--- src/hdl/tpcb_pkg.sv ---
// ---------------------------------------------------------------------------
// tpcb_pkg: shared definitions for the transparent pixel color bleed block
// Field widths, register indexes, opcodes, window tap codes and the
// command/status structs between the controller and the datapath.
// ---------------------------------------------------------------------------
package tpcb_pkg;

  // Default line store capacity in pixels per row.
  localparam int MAX_WIDTH_DEFAULT = 1024;

  // Pixel fields.
  localparam int COLOR_W  = 8;
  localparam int PIXEL_W  = 4 * COLOR_W;
  localparam int OPCODE_W = 1;

  // Opcodes of an input request.
  localparam logic [OPCODE_W-1:0] OP_PIXEL = 1'b0;
  localparam logic [OPCODE_W-1:0] OP_FLUSH = 1'b1;

  // Configuration port.
  localparam int CFG_DATA_W     = 16;
  localparam int CFG_INDEX_W    = 1;
  localparam int IMAGE_WIDTH_W  = 11;
  localparam int IMAGE_HEIGHT_W = 16;
  localparam int IMAGE_WIDTH_RESET = 1024;
  localparam logic [CFG_INDEX_W-1:0] REG_IMAGE_WIDTH  = 1'b0;
  localparam logic [CFG_INDEX_W-1:0] REG_IMAGE_HEIGHT = 1'b1;

  // 3x3 window taps, raster order, center in the middle.
  localparam int TAP_W    = 4;
  localparam int NUM_TAPS = 9;
  localparam logic [TAP_W-1:0] TAP_UP_LEFT    = 4'd0;
  localparam logic [TAP_W-1:0] TAP_UP         = 4'd1;
  localparam logic [TAP_W-1:0] TAP_UP_RIGHT   = 4'd2;
  localparam logic [TAP_W-1:0] TAP_LEFT       = 4'd3;
  localparam logic [TAP_W-1:0] TAP_CENTER     = 4'd4;
  localparam logic [TAP_W-1:0] TAP_RIGHT      = 4'd5;
  localparam logic [TAP_W-1:0] TAP_DOWN_LEFT  = 4'd6;
  localparam logic [TAP_W-1:0] TAP_DOWN       = 4'd7;
  localparam logic [TAP_W-1:0] TAP_DOWN_RIGHT = 4'd8;

  // Neighbor sums, count and the bit-serial divider.
  localparam int SUM_W     = 11;
  localparam int CNT_W     = 4;
  localparam int REM_W     = 3;
  localparam int DIV_STEPS = SUM_W;
  localparam int STEP_W    = 4;

  // Commands from the controller to the datapath.
  typedef struct packed {
    logic             take;
    logic             read_en;
    logic [TAP_W-1:0] tap;
    logic             div_step;
    logic             deliver;
  } cmd_t;

  // Status from the datapath to the controller.
  typedef struct packed {
    logic emit_req;
    logic out_full;
  } status_t;

endpackage

--- src/hdl/tpcb_ctrl.sv ---
// ---------------------------------------------------------------------------
// tpcb_ctrl: sequencer for the color bleed block
// Accepts requests, walks the nine window taps through the line store read
// port, runs the divider and hands the result to the output register.
// ---------------------------------------------------------------------------
module tpcb_ctrl (
  input  logic              clk,
  input  logic              rst,
  input  logic              in_valid,
  output logic              in_ready,
  input  tpcb_pkg::status_t status,
  output tpcb_pkg::cmd_t    cmd
);

  import tpcb_pkg::*;

  localparam logic [1:0] S_IDLE = 2'd0;
  localparam logic [1:0] S_READ = 2'd1;
  localparam logic [1:0] S_DIV  = 2'd2;
  localparam logic [1:0] S_OUT  = 2'd3;

  logic [1:0]        state;
  logic [1:0]        state_next;
  logic [STEP_W-1:0] step;
  logic [STEP_W-1:0] step_next;

  // Next state and command decode.
  always_comb begin
    state_next = state;
    step_next  = step;
    cmd        = '0;
    in_ready   = 1'b0;
    case (state)
      S_IDLE: begin
        in_ready = 1'b1;
        cmd.take = in_valid;
        if (in_valid && status.emit_req) begin
          state_next = S_READ;
          step_next  = '0;
        end
      end
      S_READ: begin
        // One tap read per cycle, then a final step to add the last tap.
        cmd.read_en = (step < STEP_W'(NUM_TAPS));
        cmd.tap     = TAP_W'(step);
        if (step == STEP_W'(NUM_TAPS)) begin
          state_next = S_DIV;
          step_next  = '0;
        end else begin
          step_next = step + STEP_W'(1);
        end
      end
      S_DIV: begin
        cmd.div_step = 1'b1;
        if (step == STEP_W'(DIV_STEPS - 1)) begin
          state_next = S_OUT;
          step_next  = '0;
        end else begin
          step_next = step + STEP_W'(1);
        end
      end
      S_OUT: begin
        if (!status.out_full) begin
          cmd.deliver = 1'b1;
          state_next  = S_IDLE;
        end
      end
      default: begin
        state_next = S_IDLE;
        step_next  = '0;
      end
    endcase
  end

  // State registers.
  always_ff @(posedge clk) begin
    if (rst) begin
      state <= S_IDLE;
      step  <= '0;
    end else begin
      state <= state_next;
      step  <= step_next;
    end
  end

  // The tap walk starts only from a request that needs a result.
  ap_read_after_take: assert property (@(posedge clk) disable iff (rst)
    (state == S_READ && step == '0) |-> $past(cmd.take && status.emit_req))
    else $error("tap walk started without an emitting request");

  // The output stage is reached only after the divider has run.
  ap_out_after_div: assert property (@(posedge clk) disable iff (rst)
    (state == S_OUT && $past(state) != S_OUT) |-> $past(cmd.div_step))
    else $error("result stage entered without a divide step");

endmodule

--- config.mk ---
export PLATFORM = sky130hd
export DESIGN_NAME = tpcb_ctrl
export DESIGN_NICKNAME = d
export VERILOG_FILES = /design/src/hdl/tpcb_pkg.sv /design/src/hdl/tpcb_ctrl.sv
export SDC_FILE = /design/constraint.sdc
export NUM_CORES = 1
export LEC_CHECK = 0
export BUFFER_PORTS_ARGS = -buffer_cell sky130_fd_sc_hd__buf_2
export CAP_MARGIN = 20
export CORE_AREA = 2 2 39 41
export CTS_CLUSTER_SIZE = 10
export DETAILED_ROUTE_END_ITERATION = 8
export DIE_AREA = 0 0 41 43
export MAX_ROUTING_LAYER = met4
export SYNTH_ARGS = -nofsm -noshare
export SYNTH_HDL_FRONTEND = slang
export SYNTH_SLANG_ARGS = --single-unit
export TNS_END_PERCENT = 1
--- constraint.sdc ---
create_clock -name clk -period 3.8 [get_ports clk]
set_clock_uncertainty 0.05 [all_clocks]
set_input_delay 0.19 -clock clk [delete_from_list [all_inputs] [get_ports clk]]
set_output_delay 0.19 -clock clk [all_outputs]
set_load 0.02 [all_outputs]
* Yosys cells after proc, flatten, opt, wreduce, memory -nomap -nowiden
Index checks and enable logic that the tools add are counted.
W data, S select, Z words.
** Word-level totals
- Bits in registers :: 6
- Input port bits :: 5
- Output and inout bits :: 9
** Operators by class
- Reduce and logical (&&, ||, !) cells :: 5
- Eq/ne operators :: 9
- Multiplexer cells :: 15
- $lt $le $gt $ge :: 1
- Add/subtract/negate cells :: 1
** Operators by type and width (count)
- $mux W4 :: 3
- $pmux W4 S3 :: 1
- $eq A4 B4 Y1 const B :: 2
- $mux W2 :: 4
- $ne A2 B2 Y1 const B :: 4
- $pmux W2 S4 :: 1
- $mux W1 :: 5
- $mux W5 :: 1
- $add A4 B1 Y4 const B :: 1
- $eq A2 B2 Y1 const B :: 2
- $lt A4 B4 Y1 const B :: 1
- $reduce_and A4 Y1 :: 1
- $reduce_bool A3 Y1 :: 1
- $eq A2 B1 Y1 const B :: 1
- $logic_not A2 Y1 :: 1
- $reduce_and A2 Y1 :: 1
- $logic_and A1 B1 Y1 :: 1

* Longest topological paths before layout
Gate-level depths: netlist (run 1).
- Depth after elaboration :: 3
- Mapped depth :: 6
- Depth with buffers taken out :: 6

* Worst setup path before layout (run 1)
No wires, ideal clock.
- Path kind :: reg2reg
- From :: register state[0]
- To :: register step[0]
- Library setup time :: 0.070 ns
- Arrival time :: 1.735 ns
- Data required time :: 3.680 ns
- Slack :: 1.946 ns
- Stages on the path, launching flop included :: 7
- Path through :: dfxtp_1 inv_1 ha_1 a21boi_4 or2_1 or4b_1 a21oi_1
** On the way
- Longest elaborated chain between the ends :: 3
** RTL lines
- start, declared :: RTL line tpcb_ctrl.sv:22 : logic [1:0] state;
- start signal, assigned :: RTL line tpcb_ctrl.sv:81 : state <= state_next;
- $eq A2 B2 Y1 (tied with other cells) :: RTL line tpcb_ctrl.sv:33 : case (state)
- $reduce_bool A3 Y1 (no line) / $ne A2 B2 Y1 (equally long branches)
- $reduce_and A2 Y1 (no line)
- end signal, assigned :: RTL line tpcb_ctrl.sv:82 : step <= step_next;
- end, declared :: RTL line tpcb_ctrl.sv:24 : logic [STEP_W-1:0] step;
Several ways; a longest one is shown, not always the timed one.
A chain may end at the register's enable or synchronous reset.

* Final worst setup path (run 1)
Same ends and word-level chain as after synthesis.

==> summary.md, run 1 <==
| Metric | Value |
|---|---|
| Outcome | complete, no violations |
| H-tree Lvls | 1 |
| Mux cell area share after synthesis | 0.0400 |
| Hold Crit Class | in2reg |
| Die W | around 41 µm |
| Period Utilization, post-route | 0.488 |
| Total core area | 1380 µm² |
| Final hold violations | 0 |
| CTS clk-pin slew, worst paths | ~0.050 ns |
| Flops & latches, synth | 6 |
| Post-Route Setup TNS | 0 ns |
| Total number of vias | 439 |
| Hold WS | 0.121 ns |
| LEAKAGE | 0.265 nW |
| Compound-Gate Fraction of Synth Area | 0.173 |
| Post-CTS Hold Fix Bufs | 0 |
| Post-synth EDFFs | 0 |
| Tmin final | 1.85 ns |
| Critical-path cell list | inv_1 > ha_1 > a21boi_4 > or2_1 > or4b_1 > a21oi_1 |
| Placed cell count | 86 |
| Final-stage net count | 85 |
| Slew Limit Fails | 0 |
| Ant. Diodes | 0 |
| Largest net degree at the start of global routing | 11 |
| Reg area | 120 µm² |
| Fmax | 539 MHz |
| Crit path capture type | flop |
| Net Count, Synth | 69 |
| Detailed-route wire length | 1.01 mm |
| First-pass GRT wire length | 1.67 mm |
| CP arrival | between 1.5 and 2 ns |
| Num rows | 14 |
| Initial core utilization | 0.362 |
| Routability cong. | 0.787 |
| Power per cell area | around 470 nW/µm² |
| Yosys top cell by area | dfxtp_1 |
| Top delay family on crit path | simple AND/OR/NAND/NOR gates |
| Vias in the first global route | 383 |
| Largest stage delay on the critical path | 0.50 ns |
| Drc violations | 0 |
| Post-CTS Setup Bufs | 0 |
| Port bufs | 13 |
| Multi-input gate area | 359 µm² |
| Worst Path Required | 3.92 ns |
| Share of cells above drive strength 1 | 0.247 |
| Simple-gate share of the synthesized area | 0.345 |
| Critical Path Start Type | flop |
| Cts repair resizes | 0 |
| Ys flop type | dfxtp_1 |
| Critical path class | reg2reg |
| DR WL/cell | 11.3 µm |
| Root buf cell | clkbuf_4 |
| Post-synth cell types | 27 |
| Slew @ Worst Pin | 0.394 ns |
| Clock sink total | 6 |
| FILL cells | 148 |
| Design area | 598 µm² |
| Post-Syn Instances | 59 |
| Max VDD drop | 0.000206 V |
| CTS tree | done |
| Synth Area in XOR/XNOR | 0.0350 |
| Placed standard-cell area | 576 µm² |
| YS warnings | 0 |
| Vias/cell | slightly below 5 |
| Initial DRC count | 3 |
| Die area | 1760 µm² |
| Endpoints failing setup | 0 |
| Unrepaired setup endpoints after global routing | no |
| Pre-Repair DR Iteration Count | 4 |
| Syn avg cell area | about 8.5 µm² |
| Worst-Skew Late Latency | 0.24 ns |
| Synth Area in Adders | 0.125 |
| Buf/Inv on CP | 1 |
| I/O pin total | 14 |
| Die Span Y | around 43 µm |
| Num CTS Buffers | 3 |
| Initial antenna violation count | 0 |
| Share of the synthesized area in the top cell type | 0.240 |
| Synth area leaders | dfxtp_1, ha_1, and2_1 |
| HPWL after DPL | 799 µm |
| Area grow syn2layout | 19.5% |
| Post-synth top cells | a21oi_1, dfxtp_1, and2_1, ha_1, nand2b_1 |
| Post-synthesis sequential area ratio | 0.240 |
| Largest family of logic cells by synthesized area | simple AND/OR/NAND/NOR gates |
| Post-Layout Cell Count | 89 |
| Max-slew headroom | 0.734 |
| Worst Path Max Fanout | 5 |
| Total congestion overflow | 0 |
| Max_cap viols | 0 |
| Total Routing Usage GR | 0.146 |
| Worst-case clock buffer depth | 2 |
| CP max-delay cell | or4b_1 |
| R2R setup slack | 1.95 ns |
| Ys async rst share | 0 |
| Mapped cell area | 500 µm² |
| Antenna Nets Post-Route | 0 |
stage by stage:
| step | utilization | setup slack (ns) | total power [W] |
|---|---|---|---|
| after floorplan | - | 1.95 | 0.000193 |
| after global placement | 0.416 | 2.01 | 0.000226 |
| after detailed placement | 0.416 | 1.95 | 0.000229 |
| after CTS | 0.432 | 1.94 | 0.000289 |
| after global routing | 0.432 | 1.85 | 0.000308 |
| final | 0.432 | 1.95 | 0.000283 |
cells in the final DEF (no fill, tap or decap), types with 2 or more instances in the layout:
cell / synthesis / routed
a21oi_1: 6 / 6
and2_1: 5 / 5
buf_2: 1 / 13
clkbuf_4: 0 / 3
dfxtp_1: 6 / 6
ha_1: 5 / 5
inv_1: 3 / 3
mux2i_1: 2 / 2
nand2_1: 3 / 3
nand2b_1: 4 / 4
nor2_1: 2 / 2
nor2b_1: 2 / 2
nor3b_1: 2 / 2
nor4b_1: 2 / 2
o221ai_1: 2 / 2
xnor2_1: 2 / 2
report_power, final:
group,total [W],internal (W),switching [W]
Combinational,0.000144,0.0000623,0.0000821
Sequential,0.0000813,0.0000707,0.0000105
Clock,0.0000578,0.0000357,0.0000221
sequential cells by signal (all words and copies together) (netlist names):
signal	flops
step	4
state	2
path summary, 6_finish.rpt:
kind / start / endpoint / cells past startpoint
max: state[0] / step[0] / 6
min: rst / step[0] / 2
max reg2reg: state[0] / step[0] / 6
min reg2reg: state[1] / state[1] / 2
layer usage:
metal	share of wire	vias up	track usage
li1	-	236	-
met1	0.47	194	0.181
met2	0.48	9	0.203
met3	0.048	0	0.0785
met4	0	0	0.0400
met5	0	-	-
cell families (layout without fill, tap and decap cells):
logic type	Yosys count	in the layout
and+or+nand+nor	27	27
AOI/OAI and AO/OA	12	12
DFF	6	6
adders and majority gates	5	5
buffers and inverters	5	19
xor gates and xnor gates	2	2
muxes	2	2
area by class of cell:
type                            count  share of cell area
Sequential cell                     6               0.201
Multi-Input combinational cell     48               0.600
Timing Repair Buffer               13               0.109
Inverter                            3              0.0188
Tap cell                           16              0.0335
Clock buffer                        3              0.0377
worst register-to-register path: stages (launching register included):
cell	delay [ns]
dfxtp_1	0.40
inv_1	0.09
ha_1	0.23
a21boi_4	0.16
or2_1	0.23
or4b_1	0.50
a21oi_1	0.13
Note: power is estimated with default switching activity, not from simulation.
==> inputs of run 2 (changes only) <==
--- a/config.mk
+++ b/config.mk
@@ -5,6 +5,7 @@
 export SDC_FILE = /design/constraint.sdc
 export NUM_CORES = 1
 export LEC_CHECK = 0
+export ABC_AREA = 1
 export BUFFER_PORTS_ARGS = -buffer_cell sky130_fd_sc_hd__buf_2
 export CAP_MARGIN = 20
 export CORE_AREA = 2 2 39 41
==> constraint.sdc (replaced) <==
create_clock -name clk -period 1.6 [get_ports clk]
set_clock_uncertainty 0.05 [all_clocks]
set_input_delay 0.08 -clock clk [delete_from_list [all_inputs] [get_ports clk]]
set_output_delay 0.08 -clock clk [all_outputs]
set_load 0.02 [all_outputs]
==> run 2 against run 1 <==
Die area unchanged. Setup slack worse by 1.8 ns. Total power increased to 3.1 times the previous value. Combinational power grew to 3.5 times the previous value. Critical endpoint is now cmd[6].
==> summary.md, run 2 <==
| Metric | Value |
|---|---|
| Outcome | complete, no violations |
| Hold Crit Class | in2reg |
| Mapped cell area | 485 µm² |
| Period Utilization, post-route | 0.931 |
| Most common cell after layout, fill and taps aside | nand2_1 |
| Slew @ Worst Pin | 0.242 ns |
| Max_cap viols | 0 |
| Endpoints failing setup | 0 |
| Reg power frac | 0.257 |
| Critical path class | reg2out |
| Ant. Diodes | 0 |
| Crit path launch | state[1] |
| Commonest cells after routing, fill and taps aside | nand2_1, inv_1, buf_2, nor2_1, dfxtp_1 |
| FILL cells | 153 |
| Net Count, Synth | 89 |
| Port bufs | 13 |
| Hold wc startpoint | rst |
| Vias/cell | 4.57 |
| Ys async rst share | 0 |
| Placed standard-cell area | around 570 µm² |
| Design area | between 500 and 600 µm² |
| Largest net degree at the start of global routing | 8 |
| Post-synth top cells | nand2_1, inv_1, nor2_1 |
| YS warnings | 0 |
| Reg area | approximately 120 µm² |
| LEAKAGE | 0.360 nW |
| H-tree Lvls | 1 |
| Worst Path Max Fanout | 6 |
| Sw frac | 0.490 |
| Largest regs | step x4, state x2 |
| Worst-Skew Late Latency | 0.25 ns |
| Flops & latches, synth | 6 |
| Max-slew headroom | 0.837 |
| Routability cong. | 0.814 |
| Drc violations | 0 |
| Final hold violations | 0 |
| Clock sink total | 6 |
| Worst-case clock buffer depth | 2 |
| Post-Layout Cell Count | 111 |
| Die Span Y | 43 µm |
| Die area | between 1500 and 2000 µm² |
| Clock share of power | 0.162 |
| Post-Syn Instances | 79 |
| I/O pin total | 14 |
| Num CTS Buffers | 3 |
| Die W | 41 µm |
| Top-count cell post-synth | nand2_1 |
| Largest register by flop count | step |
| Share of cells above drive strength 1 | 0.263 |
| Worst Path Required | roughly 1.5 ns |
| DR WL/cell | 8.86 µm |
| Root buf cell | clkbuf_4 |
| Total number of vias | 507 |
| Ys flop type | dfxtp_1 |
| Synth area leaders | dfxtp_1, nand2_1, inv_1 |
| Yosys top cell by area | dfxtp_1 |
| Worst Hold End | step[1] |
| Initial antenna violation count | 0 |
| Total Routing Usage GR | 0.140 |
| Final-stage net count | 107 |
| First-pass GRT wire length | 1.55 mm |
| Syn avg cell area | 6.15 µm² |
| Worst hold path depth | 4 |
| Multi-input gate area | 297 µm² |
| Antenna Nets Post-Route | 0 |
| Initial DRC count | 8 |
| Share of the synthesized area in the top cell type | 0.247 |
| CTS tree | done |
| CP arrival | between 1 and 1.5 ns |
| Max VDD drop | 0.000518 V |
| Power per cell area | ~1500 nW/µm² |
| Area grow syn2layout | 22.7% |
| R2R setup slack | 0.16 ns |
| Total core area | 1380 µm² |
| Fmax | 671 MHz |
| R2R Path End | step[2] |
| Pre-Repair DR Iteration Count | 4 |
| HPWL after DPL | 784 µm |
| Num rows | 14 |
| CTS clk-pin slew, worst paths | 0.04 ns |
| Post-synth EDFFs | 0 |
| Slew Limit Fails | 0 |
| Post-Route Setup TNS | 0 ns |
| Vias in the first global route | between 400 and 500 |
| RR Startpoint | state[0] |
| Post-synth cell types | 16 |
| Reg2Reg Depth | 7 |
| Final core occ | 0.430 |
| Critical Path Start Type | flop |
| Crit path capture type | primary output |
| Psw | 0.000424 W |
| Post-synthesis sequential area ratio | 0.247 |
| Detailed-route wire length | 984 µm |
| Number of flip-flops in the largest register | 4 |
| Unrepaired setup endpoints after global routing | no |
| Tmin final | between 1 and 1.5 ns |
| Placed cell count | approximately 110 |
| Internal | 0.000441 W |
| Total congestion overflow | 0 |
| Initial core utilization | 0.351 |
| Combinational power share | 0.581 |
| Post-CTS Setup Bufs | 0 |
[run 2: routing by layer]
metal  routed length [µm]  vias to the layer above  GRT usage
met2                  440                       19      0.197
met4                   44                        0      0.140
li1                     -                      271          -
met5                    0                        -          -
met3                   73                        5     0.0314
met1                  425                      212      0.149
[run 2: worst max-delay path, stage by stage, from the launching register on]
cell	delay, ns
dfxtp_1	0.33
inv_1	0.10
ha_1	0.29
inv_1	0.09
a21oi_1	0.12
buf_2	0.18
[run 2: how the worst max path moves through the flow]
stage | endpoint | slack [ns] | cells past startpoint
3_5_place_dp | step[2] | 0.13 | 7
2_1_floorplan | step[2] | 0.20 | 7
3_3_place_gp | step[1] | 0.16 | 6
4_1_cts | cmd[6] | 0.08 | 5
5_1_grt | cmd[6] | 0.004 | 5
6_report | cmd[6] | 0.11 | 5
[run 2: what timing repair did]
item,CTS,global route
endpoints found under the setup margin,0,2
hold buffers,0,0
resized for setup,0,1
[run 2: cell type report]
class | instances | area share
flip-flops and latches | 6 | 0.202
well taps | 16 | 0.0336
multi-input cells | 54 | 0.498
repair buffers | 13 | 0.109
inverters | 19 | 0.120
clock buffers | 3 | 0.0378
[run 2: cells by family (layout without fill, tap and decap cells)]
| group | count (synthesis) | in the layout | synth area share |
|---|---|---|---|
| buffers and inverters | 19 | 35 | 0.147 |
| AND/OR/NAND/NOR | 40 | 40 | 0.371 |
| AO/OA/AOI/OAI | 9 | 9 | 0.106 |
| flip-flops | 6 | 6 | 0.247 |
| adder cells (fa/ha/maj) | 5 | 5 | 0.129 |
[run 2: power groups by stage]
stage	logic [W]	registers, W	clock network, W
floorplan	0.000395	0.000219	0
finish	0.000503	0.000223	0.000140
global route	0.000572	0.000228	0.000160
CTS	0.000499	0.000223	0.000148
global placement	0.000501	0.000224	0
detailed placement	0.000497	0.000226	0
[run 2: per-stage QoR]
stage / hold slack [ns] / power [W] / setup WS, ns
6_report: 0.0613 / 0.000866 / 0.110
5_1_grt: 0.0838 / 0.000960 / 0.00362
4_1_cts: 0.0603 / 0.000870 / 0.0814
3_5_place_dp: 0.320 / 0.000723 / 0.130
3_3_place_gp: 0.321 / 0.000725 / 0.163
2_1_floorplan: 0.183 / 0.000613 / 0.196
==> inputs of run 3 (changes only) <==
--- a/config.mk
+++ b/config.mk
@@ -12,6 +12,7 @@
 export CTS_CLUSTER_SIZE = 10
 export DETAILED_ROUTE_END_ITERATION = 8
 export DIE_AREA = 0 0 41 43
+export GPL_TIMING_DRIVEN = 0
 export MAX_ROUTING_LAYER = met4
 export SYNTH_ARGS = -nofsm -noshare
 export SYNTH_HDL_FRONTEND = slang
==> run 3 against run 2 <==
Worst hold slack improved by 0.035 ns. Wire length decreased by 2.4%. Largest power group unchanged. Total power barely moved. Via count down 3.7%. Design area is 0.84% higher. Utilization grew 0.36 points. First-iteration DRC count down 50%.
==> summary.md, run 3 (synthesized netlist as in run 2, its figures left out) <==
| Metric | Value |
|---|---|
| DR WL/cell | 8.65 µm |
| Total congestion overflow | 0 |
| Die area | roughly 1800 µm² |
| Final setup margin | 0.140 ns |
| Tmin final | 1.46 ns |
| CTS tree | done |
| Area grow syn2layout | 23.7% |
| Worst-case clock buffer depth | 2 |
| Antenna Nets Post-Route | 0 |
| Reg area | ~120 µm² |
| Final hold violations | 0 |
| Vias in the first global route | 407 |
| Post-Route Setup TNS | 0 ns |
| Fmax | just under 700 MHz |
| Detailed-route wire length | 960 µm |
| Share of cells above drive strength 1 | 0.274 |
| Period Utilization, post-route | 0.912 |
| Worst hold path depth | 4 |
| Hold wc startpoint | rst |
| Total number of vias | 488 |
| Die Span Y | 43 µm |
| LEAKAGE | 0.359 nW |
| Port bufs | 13 |
| Ant. Diodes | 0 |
| Largest regs | step x4, state x2 |
| Max-slew headroom | 0.833 |
| Post-Layout Cell Count | 111 |
| Unrepaired setup endpoints after global routing | no |
| Drc violations | 0 |
| Placed cell count | 108 |
| Initial DRC count | 4 |
| Pre-Repair DR Iteration Count | 2 |
| Max VDD drop | 0.000517 V |
| Reg2Reg Depth | 7 |
| Number of flip-flops in the largest register | 4 |
| Hold Crit Class | in2reg |
| Multi-input gate area | 302 µm² |
| Initial antenna violation count | 0 |
| RR Startpoint | state[0] |
| CTS clk-pin slew, worst paths | 0.04 ns |
| Total Routing Usage GR | 0.127 |
| Outcome | complete, no violations |
| R2R setup slack | about 0.15 ns |
| Slew Limit Fails | 0 |
| First-pass GRT wire length | approximately 1.5 mm |
| Critical path class | reg2out |
| H-tree Lvls | 1 |
| Critical Path Start Type | flop |
| FILL cells | 155 |
| Most common cell after layout, fill and taps aside | nand2_1 |
| Num rows | 14 |
| Initial core utilization | 0.351 |
| Num CTS Buffers | 3 |
| Power per cell area | around 1400 nW/µm² |
| Slew @ Worst Pin | 0.249 ns |
| Largest register by flop count | step |
| Worst Hold End | step[1] |
| Worst Path Max Fanout | 6 |
| Endpoints failing setup | 0 |
| Crit path capture type | primary output |
| Worst-Skew Late Latency | 0.23 ns |
| I/O pin total | 14 |
| Commonest cells after routing, fill and taps aside | nand2_1, inv_1, buf_2, nor2_1, dfxtp_1 |
| R2R Path End | step[1] |
| HPWL after DPL | 773 µm |
| Largest net degree at the start of global routing | 8 |
| Routability cong. | 0.824 |
| Worst Path Required | 1.47 ns |
| CP arrival | 1.33 ns |
| Final-stage net count | about 110 |
| DP Worst Slack | 0.117 ns |
| Root buf cell | clkbuf_4 |
| Total core area | 1380 µm² |
| Max_cap viols | 0 |
| Vias/cell | 4.40 |
| Clock sink total | 6 |
| Post-CTS Hold Fix Bufs | 0 |
| Die W | 41 µm |
[run 3: cell count changes in the layout (fill, tap and decap cells not counted)]
cell	change
o31ai_2	+1
o21ai_0	-1
o21ai_1	+1
o31ai_1	-1
[run 3: layout make-up]
| class | count | area share |
|---|---|---|
| sequential | 6 | 0.200 |
| tap | 16 | 0.0333 |
| clock buffer | 3 | 0.0375 |
| inverter | 19 | 0.119 |
| multi-input combinational | 54 | 0.502 |
| timing repair buffer | 13 | 0.108 |
[run 3: how the worst max path moves through the flow]
stage	start	endpoint	slack, ns	cells past startpoint
2_1_floorplan	state[0]	step[2]	0.20	7
3_3_place_gp	state[0]	step[1]	0.12	6
3_5_place_dp	state[0]	step[1]	0.12	6
4_1_cts	state[0]	step[1]	0.11	6
5_1_grt	state[0]	step[1]	0.009	7
6_report	state[1]	cmd[6]	0.14	5
[run 3: routing by layer]
layer,track usage,up-vias,wire [µm]
met1,0.142,206,452
met3,0.0157,2,36
li1,-,272,-
met5,-,-,0
met2,0.181,8,454
met4,0.120,0,15
[run 3: per-stage QoR]
| stage | instance area [µm²] | hold WS, ns | total power (W) | util |
|---|---|---|---|---|
| 2_1_floorplan | 485 | 0.183 | 0.000613 | - |
| 3_3_place_gp | 571 | 0.322 | 0.000720 | 0.412 |
| 3_5_place_dp | 571 | 0.323 | 0.000722 | 0.412 |
| 4_1_cts | 593 | 0.0683 | 0.000863 | 0.429 |
| 5_1_grt | 601 | 0.0993 | 0.000953 | 0.434 |
| 6_report | 601 | 0.0966 | 0.000866 | 0.434 |
[run 3: repair_timing]
| action | in CTS | in global routing |
|---|---|---|
| setup endpoints to repair | 0 | 3 |
| buffers inserted | 0 | 0 |
| resized for setup | 0 | 3 |
[run 3: report_power, final]
group / leakage [nW] / switching [W] / internal (W)
Sequential: 0.0490 / 0.0000383 / 0.000185
Clock: 0.0138 / 0.0000471 / 0.0000843
Combinational: 0.296 / 0.000338 / 0.000174
Total: 0.359 / 0.000423 / 0.000443
[run 3: worst max-delay path: stages (launching register included)]
cell and delay, ns:
dfxtp_1 0.33, inv_1 0.10, ha_1 0.28, inv_1 0.08
a21oi_1 0.12, buf_2 0.18
